**config.mk**
```make
export PLATFORM = sky130hd
export DESIGN_NAME = imu_tilt_lane
export DESIGN_NICKNAME = d
export VERILOG_FILES = /design/src/imu_pkg.sv /design/src/imu_tilt_lane.sv
export SDC_FILE = /design/constraint.sdc
export NUM_CORES = 2
export LEC_CHECK = 0
export BUFFER_PORTS_ARGS = -buffer_cell sky130_fd_sc_hd__buf_2
export CELL_PAD_IN_SITES_DETAIL_PLACEMENT = 0
export CELL_PAD_IN_SITES_GLOBAL_PLACEMENT = 1
export CORE_MARGIN = 1
export CORE_UTILIZATION = 55
export DETAILED_ROUTE_END_ITERATION = 10
export PLACE_DENSITY_LB_ADDON = 0.1
export SLEW_MARGIN = 20
export SYNTH_ARGS = -nofsm -noshare
export SYNTH_HDL_FRONTEND = slang
export SYNTH_SLANG_ARGS = --single-unit
```
**constraint.sdc**
```tcl
create_clock -name clk -period 12.27 [get_ports clk]
set_clock_uncertainty 0.1 [all_clocks]
set_input_delay 0.6135 -clock clk [delete_from_list [all_inputs] [get_ports clk]]
set_output_delay 0.6135 -clock clk [all_outputs]
set_load 0.1 [all_outputs]
```
**src/imu_pkg.sv**
```systemverilog
// ----------------------------------------------------------------------------
// IMU tilt and heading package
// Shared widths, the CORDIC angle table and the lane control type.
// ----------------------------------------------------------------------------
package imu_pkg;

  localparam int CordicIterations = 16;
  localparam int IterW = 5;
  localparam int CordicW = 36;
  localparam int AngleW = 28;
  localparam int SumW = 33;
  localparam int SqrtW = 25;
  localparam int YawW = 25;
  localparam int GainW = 23;
  localparam logic [YawW-1:0] FullTurn = 25'd23592960;
  localparam logic [16:0] AngleLimit = 17'd23040;

  function automatic logic [AngleW-1:0] atan_entry(input logic [IterW-1:0] i);
    logic [AngleW-1:0] v;
    unique case (i)
      5'd0: v = 28'd2949120;
      5'd1: v = 28'd1740967;
      5'd2: v = 28'd919879;
      5'd3: v = 28'd466945;
      5'd4: v = 28'd234379;
      5'd5: v = 28'd117304;
      5'd6: v = 28'd58666;
      5'd7: v = 28'd29335;
      5'd8: v = 28'd14668;
      5'd9: v = 28'd7334;
      5'd10: v = 28'd3667;
      5'd11: v = 28'd1833;
      5'd12: v = 28'd917;
      5'd13: v = 28'd458;
      5'd14: v = 28'd229;
      5'd15: v = 28'd115;
      5'd16: v = 28'd57;
      5'd17: v = 28'd29;
      5'd18: v = 28'd14;
      5'd19: v = 28'd7;
      5'd20: v = 28'd4;
      5'd21: v = 28'd2;
      5'd22: v = 28'd1;
      default: v = '0;
    endcase
    return v;
  endfunction

  typedef struct packed {
    logic start;
    logic done;
  } lane_ctl_t;

endpackage

```
**src/imu_tilt_lane.sv**
```systemverilog
// ----------------------------------------------------------------------------
// IMU tilt lane
// Computes atan2(a, sqrt(b^2+c^2)) in 1/256 degree: a bit-serial square
// root, then a single CORDIC stage iterated in vectoring mode.
// ----------------------------------------------------------------------------
module imu_tilt_lane import imu_pkg::*; (
  input  logic               clk,
  input  logic               rst,
  input  logic               start,
  input  logic signed [15:0] a,
  input  logic signed [15:0] b,
  input  logic signed [15:0] c,
  output logic               done,
  output logic signed [15:0] angle
);

  typedef enum logic [3:0] {
    S_IDLE = 4'b0001,
    S_SQ   = 4'b0010,
    S_SQRT = 4'b0100,
    S_CORD = 4'b1000
  } state_t;

  state_t state;
  logic [4:0] cnt;
  logic signed [31:0] bb, cc;
  logic [2*SqrtW-1:0] rem_v;
  logic [SqrtW-1:0] root;
  logic [2*SqrtW-1:0] rad;
  logic signed [CordicW-1:0] x, y;
  logic signed [AngleW-1:0] z;
  logic signed [CordicW-1:0] xs, ys;
  logic [SqrtW+1:0] trial;
  logic [SqrtW+1:0] rem_hi;
  logic [AngleW-1:0] mag;
  logic [AngleW-9:0] rnd;
  logic [16:0] sat;
  logic signed [15:0] ang_c;

  assign xs = x >>> (cnt - 5'd1);
  assign ys = y >>> (cnt - 5'd1);
  assign rem_hi = {rem_v[SqrtW-1:0], rad[2*SqrtW-1 -: 2]};
  assign trial = {root, 2'b01};
  assign mag = z[AngleW-1] ? AngleW'(-z) : AngleW'(z);
  assign rnd = (AngleW-8)'((mag + AngleW'(128)) >> 8);
  assign sat = (rnd > (AngleW-8)'(AngleLimit)) ? AngleLimit : 17'(rnd);
  assign ang_c = z[AngleW-1] ? 16'(-sat) : 16'(sat);

  always_ff @(posedge clk) begin
    if (rst) begin
      state <= S_IDLE;
      cnt <= '0;
      done <= 1'b0;
      angle <= '0;
    end else begin
      done <= 1'b0;
      unique case (state)
        S_IDLE: begin
          if (start) begin
            bb <= b * b;
            cc <= c * c;
            y <= CordicW'(a) <<< 8;
            state <= S_SQ;
          end
        end
        S_SQ: begin
          rad <= {1'b0, ({1'b0, bb} + {1'b0, cc}), 16'd0};
          rem_v <= '0;
          root <= '0;
          cnt <= '0;
          state <= S_SQRT;
        end
        S_SQRT: begin
          if (rem_hi >= trial) begin
            rem_v <= (2*SqrtW)'(rem_hi - trial);
            root <= {root[SqrtW-2:0], 1'b1};
          end else begin
            rem_v <= (2*SqrtW)'(rem_hi);
            root <= {root[SqrtW-2:0], 1'b0};
          end
          rad <= rad << 2;
          if (cnt == 5'(SqrtW-1)) begin
            cnt <= '0;
            z <= '0;
            state <= S_CORD;
          end else begin
            cnt <= cnt + 5'd1;
          end
        end
        S_CORD: begin
          if (cnt == 5'd0) begin
            x <= CordicW'({1'b0, root});
            cnt <= 5'd1;
            if (y == '0) begin
              angle <= '0;
              done <= 1'b1;
              state <= S_IDLE;
            end
          end else begin
            if (!y[CordicW-1] && y != '0) begin
              x <= x + ys;
              y <= y - xs;
              z <= z + atan_entry(cnt - 5'd1);
            end else begin
              x <= x - ys;
              y <= y + xs;
              z <= z - atan_entry(cnt - 5'd1);
            end
            if (cnt == 5'(CordicIterations)) begin
              state <= S_IDLE;
              cnt <= 5'd31;
            end else begin
              cnt <= cnt + 5'd1;
            end
          end
        end
        default: state <= S_IDLE;
      endcase
      if (state == S_IDLE && cnt == 5'd31) begin
        cnt <= '0;
        angle <= ang_c;
        done <= 1'b1;
      end
    end
  end

endmodule

```
==> summary.md <==
| Metric | Value |
|---|---|
| Syn Area/Cell | `9.132 sq um` |
| Die height | `282.6 um` |
| Final critical-path share of the clock period | `a little over two thirds` |
| Inst Count DP | `5,694` |
| Design Power | `roughly 13 mW` |
| Via density per instance | `about 5.8` |
| Final GP Congestion | `0.9216` |
| Synth Flop Type | `edfxtp_1` |
| Detailed Route Iter0 Violations | `2,348` |
| Commonest non-fill, non-tap cells in the layout | `754 x inv_1, 470 x fa_1, 408 x nand2_1` |
| R2R Path Start | `cnt[0]` |
| Cell area after placement | `0.04443 sq mm` |
| Fin Setup TNS | `0 ps` |
| H-tree depth | `2` |
| Sequential cell area fraction in the yosys report | `18.26%` |
| Critical R2R Capture | `y[35]` |
| Fill count | `around 7,000` |
| Final setup margin | `3678 ps` |
| Hold-fix buffers, CTS | `0` |
| Unrepaired setup endpoints after global routing | `false` |
| Cell Rows | `102` |
| Worst Reg-to-Reg Cells | `24` |
| Worst hold path class | `in2reg` |
| Slew HR | `between 20 and 30%` |
| Area grow syn2layout | `5.226%` |
| Number of global-route vias before repair | `around 34,000` |
| Pre-antenna DRT Iters | `5` |
| WL/cell | `about 19 um` |
| GRT Overall Usage | `between 20 and 30%` |
| Nets | `between 5,000 and 6,000` |
| Mapped Nets | `5,615` |
| Post-synth top area share | `approximately 22%` |
| Final setup violation count | `0` |
| Worst VDD drop | `0.0008700 V` |
| CTS tree | `built` |
| First-pass GRT wire length | `178,000 um` |
| Slew Viols, Final | `0` |
| Leakage | `20.56 nW` |
| Placement Setup Slack | `3744 ps` |
| Crit path required time | `12,510 ps` |
| Initial antenna violation count | `0` |
| Highest metal used | `met4` |
| Status | `complete, no violations` |
| Fmax | `~120 MHz` |
| Skew-Pair Late Insertion Delay | `approximately 600 ps` |
| Slew @ Worst Pin | `1061 ps` |
| Root Buffer | `clkbuf_16` |
| Die area | `0.07988 sq mm` |
| Most area-consuming cells after synthesis | `fa_1 22%, edfxtp_1 17%, ha_1 10%` |
| Sink Count | `~270` |
| Starting Density | `a little under three fifths` |
| CTS Buf Count | `36` |
| Met1 wire length | `45,560 um` |
| Post-Layout Cell Count | `around 5,800` |
| Hold endpoint | `y[16]` |
| # resized after CTS | `0` |
| CP Launch Type | `flop` |
| Core Area | `around 0.08 sq mm` |
| GR Overflow Total | `0` |
| Synth Cell Area | `~0.043 sq mm` |
| Number of distinct library cells after synthesis | `119` |
| Share of cells above drive strength 1 | `7.842%` |
| IO Count | `68` |
| Power density cells | `275.8 mW/mm^2` |
| Crit Path Class | `reg2reg` |
| R2R setup slack | `3680 ps` |
| Reg clk slew, reported paths | `60 ps` |
| Worst endpoint data arrival time | `8830 ps` |
| Leading area contributor after synthesis | `fa_1` |
| DRT Wirelength | `109,600 um` |
| MaxCap Viol Count | `0` |
| Drt drc | `0` |
| Routed wl met3 | `4745 um` |
| Die Span X | `282.6 um` |
| CP Max Fanout | `53` |
| Yosys warning count | `0` |
| Number of synthesized register bits | `272` |
| # port buffers | `between 60 and 70` |
| Post-route cell area | `between 0.04 and 0.05 sq mm` |
| Post-synth EDFFs | `246` |
| Setup Buffers After CTS | `0` |
| Hpwl dp | `86,090 um` |
| Largest net degree at the start of global routing | `76` |
| Routed wl met2 | `55,260 um` |
| Asr flop ratio synth | `0%` |
| Commonest non-fill, non-tap cell in the layout | `inv_1` |
| Via count | `about 33,000` |
| Longest Clk Path Bufs | `3` |
| Min-Delay Startpoint | `a[8]` |
| Cell count after synthesis | `4,743` |
| Number of diodes | `0` |
| Antenna-violating nets left | `0` |
| Worst hold stages | `3` |
| Period minus WS final | `8592 ps` |
| Endpoints failing hold | `0` |
| Crit. End Element | `flop` |
==> layout make-up <==
class | count | area (sq um) | area share (%)
Timing Repair Buffer | 97 | 573.1 | 1.257
Sequential cell | 272 | 7911 | 17.36
Clock buffer | 40 | 915.9 | 2.010
Inverter | 758 | 2845 | 6.243
Multi-Input combinational cell | 3528 | 31820 | 69.82
Clock inverter | 23 | 210.2 | 0.4612
Tap cell | 1040 | 1301 | 2.855
==> critical path, cell delays in order (launching register included) <==
cell	delay (ps)
dfxtp_4	710
inv_2	370
ha_4	730
buf_4	680
mux4_2	640
mux4_2	580
a222oi_1	550
nand3_1	290
nor4_4	450
nand2_2	150
o21a_1	220
xnor2_1	150
ha_1	260
a21o_1	190
a21oi_1	140
nor2b_1	70
o311ai_0	340
o211ai_1	180
nand2_1	120
a31o_2	180
a31oi_1	110
o41ai_1	650
o2111ai_1	220
nand4_1	150
nor2_1	50
==> worst max path at each step <==
stage,start,to,slack [ps],cells after the start
2_1_floorplan,b[1],bb[31],4620,25
4_1_cts,cnt[0],y[35],3780,24
3_3_place_gp,b[15],bb[31],3700,26
6_report,cnt[0],y[35],3680,24
5_1_grt,cnt[0],y[35],3190,28
3_5_place_dp,b[15],bb[31],3740,26
==> routing by layer <==
layer / track usage [%] / vias up
met3: 2.792 / 202
met4: 10.02 / 0
met5: 0 / -
met2: 49.79 / 804
met1: 35.73 / 16432
li1: - / 15913
==> kinds of logic (layout without fill, tap and decap cells) <==
logic type	count (synthesis)	in the layout	share of synthesized area (%)
AND/OR/NAND/NOR	1295	1295	14.25
buffers and inverters	943	918	8.577
AO/OA/AOI/OAI	879	879	13.05
adder cells (fa/ha/maj)	821	821	31.86
XOR/XNOR	327	327	6.630
flip-flops	272	272	18.26
multiplexers	206	206	7.372
==> cells in the mapped netlist (46+ instances only) <==
cell	instances
mux2i_1	66
xnor2_1	203
mux4_2	78
a21o_1	83
and2_1	89
nor3_1	64
ha_1	351
xor2_1	123
fa_1	470
nand2b_1	46
nand3_1	72
clkbuf_1	126
nand2_1	409
inv_1	754
mux2_2	51
a21oi_1	251
o21ai_0	203
edfxtp_1	246
nor2_1	388
==> stage by stage <==
step	util [%]	hold WS [ps]
floorplan	-	383.6
global route	58.64	202.1
detailed placement	57.17	335.8
finish	58.64	214.9
CTS	58.61	178.6
global placement	57.17	330.4
==> sequential cells by signal, indices dropped and copies added, names as in the netlist <==
name,count
angle,16
cc,31
y,36
rem_v,25
x,36
z,28
bb,31
cnt,5
root,25
done,1
state,4
rad,34
==> power by group <==
| group | switching (mW) | internal, mW |
|---|---|---|
| sequential | 0.0774 | 1.69 |
| combinational | 5.46 | 4.30 |
| clock | 0.452 | 0.588 |
| total | 5.99 | 6.58 |
No activity file was read; power rests on OpenSTA's default activity.
