`config.mk`:
```
export PLATFORM = sky130hd
export DESIGN_NAME = imu_yaw
export DESIGN_NICKNAME = d
export VERILOG_FILES = /design/src/imu_pkg.sv /design/src/imu_yaw.sv
export SDC_FILE = /design/constraint.sdc
export NUM_CORES = 1
export LEC_CHECK = 0
export BUFFER_PORTS_ARGS = -buffer_cell sky130_fd_sc_hd__buf_4
export CAP_MARGIN = 20
export CORE_UTILIZATION = 54
export DETAILED_ROUTE_END_ITERATION = 10
export PLACE_DENSITY_LB_ADDON = 0.08
export SYNTH_ARGS = -nofsm -noshare
export SYNTH_HDL_FRONTEND = slang
export SYNTH_SLANG_ARGS = --single-unit
```
`constraint.sdc`:
```
create_clock -name clk -period 6.6 [get_ports clk]
set_input_delay 0.99 -clock clk [delete_from_list [all_inputs] [get_ports clk]]
set_output_delay 0.99 -clock clk [all_outputs]
set_load 0.02 [all_outputs]
```
`src/imu_pkg.sv`:
```
// ----------------------------------------------------------------------------
// IMU tilt and heading package
// Shared widths, the CORDIC angle table and the lane control type.
// ----------------------------------------------------------------------------
package imu_pkg;

  localparam int CordicIterations = 16;
  localparam int IterW = 5;
  localparam int CordicW = 36;
  localparam int AngleW = 28;
  localparam int SumW = 33;
  localparam int SqrtW = 25;
  localparam int YawW = 25;
  localparam int GainW = 23;
  localparam logic [YawW-1:0] FullTurn = 25'd23592960;
  localparam logic [16:0] AngleLimit = 17'd23040;

  function automatic logic [AngleW-1:0] atan_entry(input logic [IterW-1:0] i);
    logic [AngleW-1:0] v;
    unique case (i)
      5'd0: v = 28'd2949120;
      5'd1: v = 28'd1740967;
      5'd2: v = 28'd919879;
      5'd3: v = 28'd466945;
      5'd4: v = 28'd234379;
      5'd5: v = 28'd117304;
      5'd6: v = 28'd58666;
      5'd7: v = 28'd29335;
      5'd8: v = 28'd14668;
      5'd9: v = 28'd7334;
      5'd10: v = 28'd3667;
      5'd11: v = 28'd1833;
      5'd12: v = 28'd917;
      5'd13: v = 28'd458;
      5'd14: v = 28'd229;
      5'd15: v = 28'd115;
      5'd16: v = 28'd57;
      5'd17: v = 28'd29;
      5'd18: v = 28'd14;
      5'd19: v = 28'd7;
      5'd20: v = 28'd4;
      5'd21: v = 28'd2;
      5'd22: v = 28'd1;
      default: v = '0;
    endcase
    return v;
  endfunction

  typedef struct packed {
    logic start;
    logic done;
  } lane_ctl_t;

endpackage

```
`src/imu_yaw.sv`:
```
// ----------------------------------------------------------------------------
// IMU yaw integrator
// Scales the gyro rate by the gain and wraps the accumulator into one turn.
// ----------------------------------------------------------------------------
module imu_yaw import imu_pkg::*; (
  input  logic               clk,
  input  logic               rst,
  input  lane_ctl_t          ctl,
  input  logic signed [15:0] gz,
  input  logic               en,
  input  logic [GainW-1:0]   gain,
  output logic [YawW-1:0]    yaw
);

  logic signed [39:0] prod;
  logic signed [YawW+1:0] sum;
  logic signed [YawW+1:0] sum_w;
  logic upd;

  assign sum_w = (sum >= $signed({2'b0, FullTurn})) ? sum - $signed({2'b0, FullTurn}) :
                 (sum < 0) ? sum + $signed({2'b0, FullTurn}) : sum;

  always_ff @(posedge clk) begin
    if (rst) begin
      yaw <= '0;
      upd <= 1'b0;
    end else begin
      upd <= 1'b0;
      if (ctl.start) begin
        prod <= gz * $signed({1'b0, gain});
      end
      if (ctl.done && en) begin
        sum <= $signed({2'b0, yaw}) + (YawW+2)'(prod >>> 16);
        upd <= 1'b1;
      end
      if (upd) begin
        yaw <= YawW'(sum_w);
      end
    end
  end

endmodule

```
==> summary.md, run 1 <==
| Metric | Value |
|---|---|
| Xor/xnor share of the synthesized area | 0.0293 |
| Final WL | 36,900 um |
| Die width | approximately 170 um |
| Max cap viols | 0 |
| # DRC | 0 |
| Final Max Slew Viols | 0 |
| Max Root-Sink Buffers | 2 |
| Slew @ Worst Pin | 0.630 ns |
| Share of layout cells above drive strength 1 | 0.103 |
| Final Skew | 0.00996 ns |
| Post-synthesis mux area share | 0.0168 |
| Synth Area in Adders | 0.487 |
| RePlAce Congestion | 0.947 |
| H-tree Lvls | 3 |
| RSZ-0062 raised after global routing | false |
| CTS Hold Bufs | 0 |
| DRT antenna net count | 0 |
| Fin. Hold Viols | 0 |
| Vias per inst | 5.27 |
| Synth Net Count | between 2,000 and 2,500 |
| Detail Placement HPWL | approximately 32,000 um |
| Post-synth EDFFs | 51 |
| Routed WL per cell | 16.3 um |
| Via Count | 11,900 |
| Die ar. | 0.0306 mm^2 |
| Critical path class | in -> reg |
| Most frequent cell after synthesis | inv_1 |
| Post-Syn Area per Cell | 9.12 um^2 |
| Tmin final | ~6.3 ns |
| WP data required | 6.67 ns |
| Starting DRC count in detailed routing | 643 |
| Dominant synthesized flop cell | edfxtp_1 |
| Antenna violations before repair | 0 |
| Nets | 2,363 |
| Post-synthesis cell type count | 64 |
| Worst Setup End Kind | register |
| Fin Hold WS | approximately 0.52 ns |
| Worst skew pair latency | 0.33 ns |
| GRT Total Usage | 0.259 |
| Syn Std Cell Area | 0.0161 mm^2 |
| Synth top area cells | fa_1, ha_1, edfxtp_1 |
| Clk root buf | clkbuf_16 |
| Gates resized, CTS repair | 0 |
| Synth cell count leaders | inv_1, fa_1, nand2_1, ha_1, and2_1 |
| Arrival time worst endpoint | 6.36 ns |
| Complex-gate fraction of the synthesized area | 0.0755 |
| Initial Utilization | 0.556 |
| Sink Count | 77 |
| Dpl ws | -0.0950 ns |
| CTS tree | yes |
| N_diodes | 0 |
| PortBufs | just under 70 |
| Num CTS Buffers | 9 |
| Type of the most critical hold path | reg -> reg |
| Synth area leader | fa_1 |
| Core region area | approximately 0.029 mm^2 |
| Fraction of registers with async set/reset | 0 |
| FP Rows | 62 |
| Final WS setup | about 0.3 ns |
| Setup Buffers After CTS | 0 |
| Simple-Gate Fraction of Synth Area | 0.158 |
| First-pass iteration count of the detailed router | 5 |
| Fill cell count | between 2,000 and 3,000 |
| Startpoint Class | input pin |
| Clk slew on worst S/H paths | 0.06 ns |
| Grt ovf | 0 |
| Post-synthesis sequential area ratio | 0.127 |
| Share of the synthesized area in the top cell type | 0.362 |
| Final setup fails | 0 |
| Syn-to-layout area delta | 10.5% |
| Io pins | between 60 and 70 |
| Vias in the first global route | around 13,000 |
| Final TNS setup | 0 ns |
| Mapped Cells | 1,769 |
| Worst slew margin | 0.577 |
| Largest net degree at the start of global routing | 29 |
| First-pass GRT wire length | around 63,000 um |
| Outcome | completed |
| Post-synthesis register bit count | 77 |
| Tcrit/Tclk final | 0.953 |
| Chip height | 175 um |
| Largest family of logic cells by synthesized area | adder cells |
| YS warnings | 0 |
| Achievable frequency | 159 MHz |
| Critical path peak fanout | 11 |
[kinds of logic after synthesis]
group | count (synthesis)
AOI/OAI and AO/OA | 180
xor gates and xnor gates | 54
adders and majority gates | 453
buffers and inverters | 452
DFF | 77
muxes | 27
and+or+nand+nor | 526
[area by class of cell]
type                            count  area, um^2  area share
Clock buffer                       12         236      0.0133
Clock inverter                      4        22.5     0.00126
Inverter                          382        1430      0.0804
Multi-Input combinational cell   1240       12400       0.695
Sequential cell                    77        2050       0.115
Tap cell                          384         480      0.0270
Timing Repair Buffer              156        1210      0.0678
[state kept, by name, summed over array words and instances, names as in the netlist]
name	count
prod	24
yaw	25
sum	27
upd	1
[worst max-delay path, stage by stage]
cell and delay (ns):
buf_4 0.16, and2_1 0.19, fa_1 0.54, inv_1 0.05
fa_1 0.48, fa_1 0.52, inv_1 0.06, fa_1 0.47
fa_1 0.52, inv_1 0.06, fa_1 0.58, inv_1 0.07
ha_1 0.34, buf_4 0.14, nand2_1 0.04, o21ai_0 0.34
nand2b_1 0.10, o31a_1 0.11, o211a_1 0.15, o21ai_1 0.20
a221oi_2 0.10, xnor2_1 0.15
[final timing paths]
| kind | from | end | slack (ns) | depth (start not counted) |
|---|---|---|---|---|
| max | gain[16] | prod[34]$_DFFE_PP_ | 0.31 | 22 |
| min | sum[5]$_DFFE_PP_ | yaw[5]$_SDFFE_PP0P_ | 0.52 | 2 |
| max reg2reg | prod[16]$_DFFE_PP_ | sum[26]$_DFFE_PP_ | 3.86 | 11 |
| min reg2reg | sum[5]$_DFFE_PP_ | yaw[5]$_SDFFE_PP0P_ | 0.52 | 2 |
[per-stage QoR]
stage | std cells | utilization | instance area (um^2)
2_1_floorplan | 1769 | - | 16100
3_3_place_gp | 2239 | 0.605 | 17600
3_5_place_dp | 2239 | 0.605 | 17600
4_1_cts | 2255 | 0.614 | 17800
5_1_grt | 2255 | 0.614 | 17800
6_report | 2255 | 0.614 | 17800
[per-layer routing]
layer  up-vias  global-route usage  routed length, um
met4         0              0.0649                791
li1       5628                   -                  -
met3        46              0.0176               1300
met1      5962               0.358              16800
met5         -                   0                  0
met2       245               0.444              17900
[cell usage in the layout (no fill, tap or decap), types with 3 or more instances in the layout]
cell / count
o21ai_1: 6
buf_12: 3
mux2i_1: 26
ha_1: 161
fa_1: 292
and2_1: 159
o21a_1: 3
a21oi_1: 55
o21bai_1: 8
clkbuf_16: 9
and3_1: 4
buf_4: 153
nor2b_1: 10
xnor2_1: 32
a21oi_2: 3
nor2_1: 70
nand4_1: 14
o31ai_1: 6
nor3_1: 12
edfxtp_1: 51
o2111ai_1: 3
nand3_1: 11
a211oi_1: 3
xor2_1: 22
dfxtp_1: 26
nor4_1: 4
a31oi_1: 6
inv_1: 381
a311oi_2: 4
nand2_1: 220
a21o_1: 33
o21ai_0: 26
clkbuf_1: 3
nand2b_1: 11
Power of run 1 is left out: the tool's default activity adds up to more than one toggle a clock period on the data nets, which glitch-free logic cannot reach.
==> run 2, diff against run 1 <==
--- a/config.mk
+++ b/config.mk
@@ -9,6 +9,7 @@
 export CAP_MARGIN = 20
 export CORE_UTILIZATION = 54
 export DETAILED_ROUTE_END_ITERATION = 10
+export GPL_TIMING_DRIVEN = 0
 export PLACE_DENSITY_LB_ADDON = 0.08
 export SYNTH_ARGS = -nofsm -noshare
 export SYNTH_HDL_FRONTEND = slang
==> constraint.sdc (replaced) <==
create_clock -name clk -period 7.7 [get_ports clk]
set_input_delay 1.155 -clock clk [delete_from_list [all_inputs] [get_ports clk]]
set_output_delay 1.155 -clock clk [all_outputs]
set_load 0.02 [all_outputs]
==> run 2 against run 1 <==
Compared with the run above: core utilization down 1.3 points; clock skew down 0.0011 ns; global-route usage up 3.6 points; wire length up 14%; hold slack worse by 0.0095 ns; clock-buffer cell count up 1; cell count down 0.89%; worst setup slack worse by 0.066 ns; sequential share of layout area up 0.26 points; die area unchanged.
==> summary.md, run 2 (synthesized netlist as in run 1, its figures left out) <==
| Metric | Value |
|---|---|
| Biggest regs | sum (27), yaw (25), prod (24) |
| Core region area | 0.0290 mm^2 |
| Largest Register | sum |
| Starting DRC count in detailed routing | 820 |
| Final Max Slew Viols | 0 |
| Nets | between 2,000 and 2,500 |
| Register-to-Register Setup Slack | 4.87 ns |
| Worst Setup End Kind | register |
| Die ar. | 0.0306 mm^2 |
| GRT Total Usage | 0.295 |
| Critical path class | in -> reg |
| Type of the most critical hold path | reg -> reg |
| Tcrit/Tclk final | 0.969 |
| N_diodes | 0 |
| Worst slew margin | 0.444 |
| Crit path buffers/inverters | 5 |
| Via Count | between 10,000 and 15,000 |
| Launching point of the worst reg2reg path | prod[16]$_DFFE_PP_ |
| Vias in the first global route | ~13,000 |
| Chip height | 175 um |
| PortBufs | 67 |
| DRT antenna net count | 0 |
| Outcome | completed |
| Hold Path Stages | 2 |
| Commonest non-fill, non-tap cell in the layout | inv_1 |
| Slowest-stage cell, CP | fa_1 |
| Grt ovf | 0 |
| Clk slew on worst S/H paths | 0.06 ns |
| Critical path's largest stage delay | 0.52 ns |
| Io pins | 69 |
| Achievable frequency | 134 MHz |
| Top cell family by delay on the critical path | adder cells |
| Largest net degree at the start of global routing | 16 |
| Die width | 175 um |
| Commonest cells after routing, fill and taps aside | inv_1, fa_1, nand2_1 |
| Share of layout cells above drive strength 1 | 0.0567 |
| Tmin final | 7.46 ns |
| Fin Hold WS | around 0.51 ns |
| Final Skew | slightly below 0.009 ns |
| Crit Reg-Reg Endpoint | sum[26]$_DFFE_PP_ |
| Num CTS Buffers | 9 |
| H-tree Lvls | 3 |
| Vias per inst | 5.37 |
| # DRC | 0 |
| Setup Buffers After CTS | 0 |
| R2R depth | 11 |
| Initial Utilization | 0.556 |
| Max reg flops | 27 |
| First-pass GRT wire length | 68,600 um |
| Routed WL per cell | 18.7 um |
| Fin. Hold Viols | 0 |
| Final setup fails | 0 |
| Most frequent CP cell | fa_1 |
| Detail Placement HPWL | 35,800 um |
| CTS tree | yes |
| Max Root-Sink Buffers | 2 |
| Sink Count | just under 80 |
| Max cap viols | 0 |
| RePlAce Congestion | roughly 0.95 |
| Antenna violations before repair | 1 |
| Slew @ Worst Pin | 0.835 ns |
| Final WL | 41,900 um |
| FP Rows | slightly above 60 |
| RSZ-0062 raised after global routing | false |
| Syn-to-layout area delta | 8.13% |
| Critical path peak fanout | 10 |
| Min-delay src | sum[12]$_DFFE_PP_ |
| Arrival time worst endpoint | 7.53 ns |
| Worst skew pair latency | approximately 0.34 ns |
| WP data required | 7.78 ns |
| CP Cell Sequence | buf_4 -> clkinv_1 -> clkbuf_1 -> nor2_1 -> fa_1 -> fa_1 -> fa_1 -> fa_1 -> fa_1 -> inv_1 -> fa_1 -> inv_1 -> ha_1 -> and3_2 -> a211o_2 -> a21oi_2 -> nor3_1 -> a21oi_1 -> nand4bb_1 -> o211ai_1 -> xor2_1 |
| First-pass iteration count of the detailed router | 5 |
| Startpoint Class | input pin |
| Clk root buf | clkbuf_16 |
| CP Depth | 21 |
| Hold Path End | yaw[12]$_SDFFE_PP0P_ |
run 2: cell types whose count changed in the layout (fill, tap and decap cells not counted), sizes merged:
cell	before	now
clkinv	3	4
inv	383	381
clkdlybuf4s15	0	1
buf	156	71
clkbuf	12	77
run 2: per-stage QoR:
step | TNS, ns | util | instance area [um^2] | setup slack [ns] | std cells
4_1_cts | 0 | 0.601 | 17400 | 0.229 | 2238
3_3_place_gp | -0.105 | 0.590 | 17100 | -0.0404 | 2220
2_1_floorplan | 0 | - | 16100 | 1.01 | 1769
3_5_place_dp | -0.255 | 0.591 | 17100 | -0.0991 | 2222
5_1_grt | 0 | 0.601 | 17400 | 0.00294 | 2235
6_report | 0 | 0.601 | 17400 | 0.242 | 2235
run 2: per-layer routing:
| metal | share of wire | GRT usage | vias to the layer above |
|---|---|---|---|
| met5 | 0 | 0 | - |
| met4 | 0.031 | 0.0931 | 0 |
| met3 | 0.059 | 0.0455 | 74 |
| met2 | 0.47 | 0.486 | 355 |
| met1 | 0.44 | 0.399 | 5981 |
| li1 | - | - | 5584 |
run 2: worst reg2reg max path: stages, from the launching register on:
cell and delay (ns):
edfxtp_1 0.40, ha_1 0.22, inv_1 0.08, fa_1 0.20, nor2b_1 0.07, o2111ai_1 0.25, a21oi_1 0.14, o21ai_0 0.41
nand2_1 0.15, a211oi_1 0.38, o21bai_1 0.12, xor2_1 0.15
run 2: timing repair:
| action | 4_1_cts | 5_1_grt |
|---|---|---|
| endpoints found under the setup margin | 0 | 2 |
| endpoints found under the hold margin | 0 | 0 |
| hold buffers | 0 | 0 |
| resized for setup | 0 | 2 |
run 2: final cells by class:
type | instances | area [um^2]
Buffer | 67 | 267
Clock buffer | 13 | 283
Clock inverter | 3 | 15.0
Fill cell | 2628 | 11600
Inverter | 382 | 1430
Multi-Input combinational cell | 1240 | 12400
Sequential cell | 77 | 2050
Tap cell | 384 | 480
Timing Repair Buffer | 69 | 533
run 2: worst max-delay path by stage:
stage                   from                  to  slack [ns]
finish                gz[15]  prod[36]$_DFFE_PP_        0.24
global route         gain[7]  prod[35]$_DFFE_PP_       0.003
CTS                   gz[15]  prod[34]$_DFFE_PP_        0.23
detailed placement    gz[15]  prod[34]$_DFFE_PP_        -0.1
global placement    gain[11]  prod[35]$_DFFE_PP_       -0.04
floorplan              gz[1]  prod[36]$_DFFE_PP_        1.01
Power of run 2 is left out for the same reason.
==> run 3, diff against run 2 <==
--- a/config.mk
+++ b/config.mk
@@ -10,7 +10,8 @@
 export CORE_UTILIZATION = 54
 export DETAILED_ROUTE_END_ITERATION = 10
 export GPL_TIMING_DRIVEN = 0
-export PLACE_DENSITY_LB_ADDON = 0.08
+export PLACE_DENSITY = 0.71
+export RECOVER_POWER = 50
 export SYNTH_ARGS = -nofsm -noshare
 export SYNTH_HDL_FRONTEND = slang
 export SYNTH_SLANG_ARGS = --single-unit
==> run 3 against run 2 <==
Compared with the run above: register-to-register slack is essentially flat; clock-buffer cell count decreased by 3; worst setup slack improved by 0.025 ns; critical endpoint is now prod[35]$_DFFE_PP_; flip-flop and latch count unchanged; critical path type unchanged.
==> summary.md, run 3 (synthesized netlist as in run 1, its figures left out) <==
| Metric | Value |
|---|---|
| Biggest regs | sum (27), yaw (25), prod (24) |
| Die ar. | around 0.03 mm^2 |
| Final WL | 41,000 um |
| CTS Hold Bufs | 0 |
| R2R depth | 11 |
| Tcrit/Tclk final | 0.965 |
| Worst Setup End Kind | register |
| Syn-to-layout area delta | 7.25% |
| FP Rows | 62 |
| Commonest cells after routing, fill and taps aside | inv_1, fa_1, nand2_1 |
| Achievable frequency | 135 MHz |
| N_diodes | 0 |
| Grt ovf | 0 |
| Vias in the first global route | 13,000 |
| Sink Count | 77 |
| Critical path class | in -> reg |
| Max reg flops | 27 |
| Vias per inst | 5.49 |
| PortBufs | between 60 and 70 |
| Fill cell count | between 2,000 and 3,000 |
| Largest net degree at the start of global routing | 18 |
| Worst slew margin | 0.403 |
| WP data required | 7.77 ns |
| Type of the most critical hold path | reg -> reg |
| Largest Register | sum |
| Share of layout cells above drive strength 1 | 0.0421 |
| Initial Utilization | 0.556 |
| Fin. Hold Viols | 0 |
| H-tree Lvls | 3 |
| Clk root buf | clkbuf_16 |
| Chip height | 175 um |
| Fin Hold WS | 0.514 ns |
| Final Max Slew Viols | 0 |
| Area occupied by multi-input gates | roughly 0.012 mm^2 |
| Outcome | completed |
| Nets | 2,345 |
| Max cap viols | 0 |
| Sequential cell area | 0.00205 mm^2 |
| Commonest non-fill, non-tap cell in the layout | inv_1 |
| Tmin final | 7.43 ns |
| Routed WL per cell | 18.3 um |
| Final cell count without fillers | 2,237 |
| Max Root-Sink Buffers | 2 |
| First-pass iteration count of the detailed router | 7 |
| CTS tree | yes |
| Clk slew on worst S/H paths | 0.06 ns |
| Gates resized, CTS repair | 0 |
| # DRC | 0 |
| Final setup fails | 0 |
| RSZ-0062 raised after global routing | false |
| Critical path peak fanout | 10 |
| Startpoint Class | input pin |
| DRT antenna net count | 0 |
| Starting DRC count in detailed routing | between 600 and 700 |
| Antenna violations before repair | 1 |
| Num CTS Buffers | 9 |
| RePlAce Congestion | 0.908 |
| Worst skew pair latency | 0.33 ns |
| Die width | 175 um |
| Io pins | 69 |
| Detail Placement HPWL | 34,400 um |
| GRT Total Usage | 0.281 |
| First-pass GRT wire length | 66,000 um |
| Core region area | 0.0290 mm^2 |
| Setup Buffers After CTS | 0 |
| Arrival time worst endpoint | 7.51 ns |
| DP Cell Count | 2,222 |
| Hold Path Stages | 2 |
| Final Skew | 0.00347 ns |
| Slew @ Worst Pin | 0.893 ns |
| Via Count | between 10,000 and 15,000 |
[run 3: changes by cell type in the layout (fill, tap and decap cells not counted)]
cell             previous run  this run
inv_4                       0         1
clkbuf_1                   66        94
a311oi_2                    3         2
buf_4                      67        42
clkdlybuf4s15_1             1         0
clkinv_4                    0         2
nor2b_1                    10        11
clkbuf_16                  11         9
a311oi_1                    1         2
nor2b_2                     1         0
buf_8                       2         1
[run 3: cell type report]
| type | instances | area share |
|---|---|---|
| Multi-Input combinational cell | 1240 | 0.715 |
| Sequential cell | 77 | 0.119 |
| Inverter | 382 | 0.0829 |
| Tap cell | 384 | 0.0278 |
| Timing Repair Buffer | 69 | 0.0247 |
| Buffer | 69 | 0.0155 |
| Clock buffer | 10 | 0.0132 |
| Clock inverter | 6 | 0.00224 |
[run 3: per-stage QoR]
step | setup TNS, ns | instance area, um^2 | utilization | setup WS (ns)
3_5_place_dp | -0.0392 | 17100 | 0.591 | -0.0392
3_3_place_gp | 0 | 17100 | 0.590 | 0.0256
5_1_grt | 0 | 17300 | 0.596 | 0.0503
4_1_cts | 0 | 17400 | 0.600 | 0.300
6_report | 0 | 17300 | 0.596 | 0.267
2_1_floorplan | 0 | 16100 | - | 1.01
[run 3: path summary, 6_finish.rpt]
check | from | to | slack, ns
hold reg to reg | sum[8]$_DFFE_PP_ | yaw[8]$_SDFFE_PP0P_ | 0.51
setup / recovery | gain[14] | prod[35]$_DFFE_PP_ | 0.27
setup reg to reg | prod[16]$_DFFE_PP_ | sum[26]$_DFFE_PP_ | 4.86
hold / removal | sum[8]$_DFFE_PP_ | yaw[8]$_SDFFE_PP0P_ | 0.51
[run 3: critical path, stage by stage]
cell and delay (ns):
buf_4 0.13, clkbuf_1 0.52, nand2_1 0.17, fa_1 0.57, inv_1 0.06, fa_1 0.52, inv_1 0.05, fa_1 0.55
inv_1 0.07, fa_1 0.48, fa_1 0.49, inv_1 0.05, fa_1 0.47, inv_1 0.04, ha_1 0.32, a21o_1 0.19
o21bai_1 0.16, a21oi_1 0.37, nand2_1 0.15, a21oi_1 0.38, o21ai_1 0.23, o311a_1 0.38
[run 3: metal layers]
metal	wire, um	share of wire	track usage
met1	16100	0.39	0.337
met2	19800	0.48	0.484
met3	3270	0.080	0.0609
met4	1870	0.045	0.122
met5	0	0	0
Power of run 3 is left out for the same reason.
